**config.mk**
```make
export PLATFORM = sky130hd
export DESIGN_NAME = qspm_mac
export DESIGN_NICKNAME = d
export VERILOG_FILES = /design/src/rtl/core/queued_saturating_pcm_mixer_assert.svh /design/src/rtl/core/qspm_pkg.sv /design/src/rtl/core/qspm_mac.sv
export SDC_FILE = /design/constraint.sdc
export NUM_CORES = 1
export LEC_CHECK = 0
export BUFFER_PORTS_ARGS = -buffer_cell sky130_fd_sc_hd__clkbuf_2
export CAP_MARGIN = 40
export CELL_PAD_IN_SITES_DETAIL_PLACEMENT = 1
export CELL_PAD_IN_SITES_GLOBAL_PLACEMENT = 1
export CORE_MARGIN = 5
export CORE_UTILIZATION = 30
export CTS_CLUSTER_DIAMETER = 150
export DETAILED_ROUTE_END_ITERATION = 10
export PLACE_DENSITY_LB_ADDON = 0.1
export REMOVE_ABC_BUFFERS = 1
export SYNTH_ARGS = -nofsm -noshare
export SYNTH_HDL_FRONTEND = slang
export SYNTH_SLANG_ARGS = --single-unit
```
**constraint.sdc**
```tcl
create_clock -name clk -period 6 [get_ports clk]
set_input_delay 0.6 -clock clk [delete_from_list [all_inputs] [get_ports clk]]
set_output_delay 0.6 -clock clk [all_outputs]
set_load 0.02 [all_outputs]
```
**src/rtl/core/queued_saturating_pcm_mixer_assert.svh**
```systemverilog
// assertion macros shared by the mixer rtl
// no dependencies; included by the files that carry checks
`ifndef QUEUED_SATURATING_PCM_MIXER_ASSERT_SVH
`define QUEUED_SATURATING_PCM_MIXER_ASSERT_SVH

// same-cycle implication, reset masks the check
`define QSPM_ASSERT_IMPL(LABEL, CLK, RSTN, ANTE, CONS) \
	LABEL: assert property (@(posedge CLK) disable iff (!(RSTN)) (ANTE) |-> (CONS)) \
		else $error("qspm check failed");

// next-cycle implication, reset masks the check
`define QSPM_ASSERT_NEXT(LABEL, CLK, RSTN, ANTE, CONS) \
	LABEL: assert property (@(posedge CLK) disable iff (!(RSTN)) (ANTE) |=> (CONS)) \
		else $error("qspm check failed");

`endif

```
**src/rtl/core/qspm_pkg.sv**
```systemverilog
// shared types and constants of the queued saturating pcm mixer
// no dependencies; imported by the mac unit and the top level
`default_nettype none

package qspm_pkg;

	// sample and gain formats
	localparam int unsigned SAMPLE_W  = 16;
	localparam int unsigned GAIN_W    = 16;
	localparam int unsigned GAIN_FRAC = 12;
	localparam logic [GAIN_W-1:0] GAIN_UNITY = 16'd4096;

	typedef logic signed [SAMPLE_W-1:0] sample_t;

	localparam sample_t SAMPLE_MAX = 16'sh7FFF;
	localparam sample_t SAMPLE_MIN = 16'sh8000;

	// configuration registers
	localparam int unsigned GAIN_REGS  = 4;
	localparam int unsigned GAIN_IDX_W = 2;
	localparam int unsigned CFG_IDX_W  = 3;
	localparam int unsigned CFG_DATA_W = 16;
	localparam logic [CFG_IDX_W-1:0] REG_ENABLE = 3'd4;

	// item opcodes
	localparam logic [1:0] OP_PUSH  = 2'd0;
	localparam logic [1:0] OP_MIX   = 2'd1;
	localparam logic [1:0] OP_FLUSH = 2'd2;

	// result status codes
	localparam logic [1:0] STAT_OK       = 2'd0;
	localparam logic [1:0] STAT_DISABLED = 2'd1;
	localparam logic [1:0] STAT_FULL     = 2'd2;

	// sequencer controls for the shared multiply-accumulate unit
	typedef struct packed {
		logic acc_clr;
		logic mul_en;
		logic acc_en;
	} mac_ctl_t;

endpackage

`default_nettype wire

```
**src/rtl/core/qspm_mac.sv**
```systemverilog
// shared multiply, truncate-toward-zero scale and saturating accumulate
// depends on qspm_pkg; one product per sequencer step
`default_nettype none

module qspm_mac
	import qspm_pkg::*;
(
	input  logic              clk,
	input  mac_ctl_t          ctl,
	input  sample_t           sample,
	input  logic [GAIN_W-1:0] gain,
	output sample_t           acc
);

	localparam int unsigned PROD_W = SAMPLE_W + GAIN_W + 1;

	logic signed [PROD_W-1:0] prod_s1;
	logic signed [PROD_W-1:0] biased;
	logic signed [PROD_W-1:0] scaled;
	logic signed [PROD_W-1:0] sum;
	sample_t                  sat;
	sample_t                  acc_q;

	// signed sample times unsigned gain
	always_ff @(posedge clk) begin
		if (ctl.mul_en) begin
			prod_s1 <= sample * $signed({1'b0, gain});
		end
	end

	// divide by 4096 toward zero: bias negatives before the arithmetic shift
	always_comb begin
		biased = prod_s1 + $signed({{(PROD_W-GAIN_FRAC){1'b0}},
			{GAIN_FRAC{prod_s1[PROD_W-1]}}});
		scaled = biased >>> GAIN_FRAC;
		sum    = scaled + PROD_W'(acc_q);
		if (sum > PROD_W'(SAMPLE_MAX)) begin
			sat = SAMPLE_MAX;
		end else if (sum < PROD_W'(SAMPLE_MIN)) begin
			sat = SAMPLE_MIN;
		end else begin
			sat = sum[SAMPLE_W-1:0];
		end
	end

	// running mix
	always_ff @(posedge clk) begin
		if (ctl.acc_clr) begin
			acc_q <= '0;
		end else if (ctl.acc_en) begin
			acc_q <= sat;
		end
	end

	assign acc = acc_q;

endmodule

`default_nettype wire

```
==> Yosys cells after proc, flatten, opt, wreduce, memory -nomap -nowiden <==
Index checks and enable logic that the tools add are counted.
{ "classes": {"n_lt_le_gt_ge": 2, "n_mux": 2, "add_sub_neg": 2, "n_mul": 1} }
{ "op_table": {"columns": ["cell", "count"], "rows": [
  ["adder 33 x 13 -> 33 bit", 1],
  ["multiplier 16 x 17 -> 33 bit", 1],
  ["two-way mux 16 bit", 2],
  ["adder 21 x 16 -> 22 bit", 1],
  ["greater-than comparator 22 x 16 -> 1 bit, second input constant", 1],
  ["< comparator 22 x 16 -> 1 bit, second input constant", 1]
]} }
{ "totals": {"output_inout_bits": 16, "inputBits": 36, "ff_bits": 49, "wordCells": 9} }

==> Depth between registers and ports, before layout <==
{ "logic_depth": {"word_depth": 5, "depth_mapped": 25, "mapped_depth_nobuf": 24} }

==> Worst setup path after synthesis <==
Ideal clock, no wire load.
{ "synth_path": {"path_type": "in2reg", "startpoint": "input gain[10]", "endpoint": "register prod_s1[31], data pin", "required_ns": 5.734, "cell_stages": 21, "t_arrival_ns": 6.157, "setup_ns": 0.266, "path_buffers": 1, "path_slack_ns": -0.423, "cell_sequence": "clkbuf_1 -> nand2_1 -> fa_1 -> inv_1 -> fa_1 -> inv_1 -> fa_1 -> fa_1 -> fa_1 -> inv_1 -> fa_1 -> ha_1 -> nand3_1 -> a211oi_1 -> a21oi_1 -> a211oi_1 -> nor2_1 -> a211oi_1 -> a41o_1 -> o41ai_1 -> xnor2_1"} }
{ "synth_between": {"elab_chain_len": 1} }
{ "synth_rtl": {"columns": ["item", "line", "text"], "rows": [
  ["start, declared", "qspm_mac.sv:11", "input logic [GAIN_W-1:0] gain,"],
  ["multiplier 16 x 17 -> 33 bit", "qspm_mac.sv:27", "prod_s1 <= sample * $signed({1'b0, gain});"],
  ["end signal, assigned", "qspm_mac.sv:27", null],
  ["end, declared", "qspm_mac.sv:17", "logic signed [PROD_W-1:0] prod_s1;"]
]} }
No other way between the ends.
A chain may end at the register's enable or synchronous reset.

==> Worst setup path in the final report <==
{ "layout_path": {"startpoint": "input gain[8]", "endpoint": "register prod_s1[30], data pin"} }
Same word-level chain as after synthesis.

==> out/results.tsv <==
metric	value	unit
Post-synth EDFFs	33	
Die Footprint	0.0441	mm^2
Antenna diodes	0	
CP arrival	6000	ps
DRT iter0 DRCs	232	
Initial Util	0.303	
Unique masters post-synth	65	
CTS clock-pin slew for the worst setup and hold paths	80	ps
first-pass GRT wire length	54.8	mm
Final min period	5940	ps
Slew Viols, Final	0	
RSZ-0062 raised after global routing	true	
layout cells sized above 1	0.211	
TritonCTS buffer count	5	
largest net degree at the start of global routing	34	
Worst-Margin Slew	592	ps
crit path max fanout	5	
worst-path cell chain	clkbuf_16, and2_4, fa_1, inv_2, fa_2, inv_2, fa_2, inv_2, fa_2, fa_2, fa_1, inv_1, ha_4, a21o_1, a221oi_4, nand2b_4, a211oi_2, buf_4, o31ai_4, a31o_2, a21o_1, a21oi_2, xnor2_1	
Worst Hold Class	flop to flop	
Crit path top cell by count	fa_2	
WL final	34.1	mm
latest clock arrival within the worst-skew pair	310	ps
die span in y	210	um
normalized max-slew margin	0.605	
synthesized area	0.0120	mm^2
io pins	52	
port bufs	51	
core area	0.0396	mm^2
final global-route overflow total	0	
Achievable Freq	168	MHz
first-pass iteration count of the detailed router	4	
clock sink total	49	
Syn-to-layout area delta	22.7	%
DR WL/cell	16.9	um
crit share post-route	0.990	
vias per cell	4.63	
final hold vios	0	
Residual DRC	0	
post-layout util	0.372	
Total Neg Setup Slack	0	ps
gpl congestion	0.806	
Worst path max stage delay	570	ps
Antenna Nets Post-Route	0	
Final setup viols	0	
NumNets Final	1878	
critical path launch point type	primary input	
Top FF cell, synth	edfxtp_1	
asr flop ratio synth	0	
Syn Inst Count	1341	
die width	210	um
vias post-DR	9351	
Worst Path Required	6050	ps
clk_skew	12.9	ps
commonest non-fill, non-tap cell in the layout	inv_1	
htree depth	2	
CTS tree	done	
# rows	73	
CP Class	primary input to flop	
CTS root buf	clkbuf_16	
GRT Total Usage	0.152	
max-cap check violation count	0	
dpl hpwl	29.5	mm
commonest non-fill, non-tap cells in the layout	inv_1, fa_1, nand2_1	
status	complete, no violations	
vias in the first global route	10300	
Critical Path End Type	flop	
Yosys warnings	0	
sequential area share after synthesis	0.109	
Avg Synthesized Cell Area	8.96	um^2
Yosys reg bits	49	
Max Root-Sink Buffers	2	
initial antenna violation count	0	
Slowest cell on crit path	fa_2	
-- cell families after synthesis --
logic type | Yosys count | share of synthesized area
AO/OA/AOI/OAI | 159 | 0.0934
buffers and inverters | 304 | 0.0982
flip-flops | 49 | 0.109
adder cells (fa/ha/maj) | 350 | 0.486
XOR/XNOR | 60 | 0.0438
AND/OR/NAND/NOR | 416 | 0.166
multiplexers | 3 | 0.00271
-- routing by layer --
layer  routed length, um  up-vias  global-route usage
met4                 225        0              0.0180
li1                    -     4565                   -
met3                 844       13              0.0109
met1               16500     4692               0.215
met5                   0        -                   0
met2               16600       81               0.264
-- worst max-delay path: cells and delay by family --
kind,cells,cell delay (ps)
compound gates,7,1370
xor+xnor,1,80
fa+ha+maj,7,3200
buf+inv,6,530
simple gates,2,220
-- worst paths after layout --
check	startpoint	to	slack [ps]	cells after the start
hold reg to reg	acc[11]$_SDFFE_PP0P_	acc[11]$_SDFFE_PP0P_	510	2
hold / removal	acc[11]$_SDFFE_PP0P_	acc[11]$_SDFFE_PP0P_	510	2
setup reg to reg	prod_s1[32]$_DFFE_PP_	acc[2]$_SDFFE_PP0P_	520	20
setup / recovery	gain[8]	prod_s1[30]$_DFFE_PP_	60	23
-- per-stage QoR --
step           setup slack, ps  instances  instance area, um^2  hold slack (ps)
2_1_floorplan             -110       1292                11800              562
3_3_place_gp              -741       1986                13600              499
3_5_place_dp              -801       1987                13600              509
4_1_cts                  -46.1       2000                14200              521
5_1_grt                   -154       2018                14700              539
6_report                  58.6       2018                14700              514
-- repair_timing --
action                     4_1_cts  5_1_grt
gates resized for setup         74      146
hold buffers                     0        0
pin swaps                       19       72
cloned                           0        5
setup endpoints to repair       10       22
setup buffers                    6       14
-- cells in the mapped netlist, drive strengths merged (4+ instances only) --
cell type | n | area (um^2)
inv | 255 | 957
fa | 195 | 3900
nand2 | 191 | 717
ha | 155 | 1940
and2 | 91 | 569
nor2 | 49 | 184
xnor2 | 46 | 403
clkbuf | 43 | 163
a21oi | 40 | 200
edfxtp | 33 | 991
nand2b | 23 | 144
a21o | 22 | 166
o21ai | 19 | 95.1
nand3 | 17 | 85.1
dfxtp | 16 | 320
a311oi | 14 | 129
xor2 | 14 | 123
and3 | 10 | 62.6
a211oi | 8 | 65.1
nor3 | 8 | 40.0
o211ai | 7 | 52.6
nand4 | 6 | 37.5
nor2b | 6 | 37.5
o21a | 6 | 45.0
a21boi | 4 | 30.0
and4 | 4 | 35.0
or3 | 4 | 30.0
-- area by class of cell --
| class | instances | area [um^2] |
|---|---|---|
| clock inverters | 3 | 23.8 |
| well taps | 525 | 657 |
| inverters | 255 | 957 |
| clock buffers | 5 | 125 |
| multi-input cells | 988 | 9880 |
| repair buffers | 193 | 1780 |
| flip-flops and latches | 49 | 1310 |
| fillers | 4630 | 24900 |
-- state kept, by name, indices dropped and copies added (netlist names) --
register	flops
prod_s1	33
acc	16
Power is not shown: default switching activity piles up to over one toggle a cycle in this logic, so the estimate is an artifact.
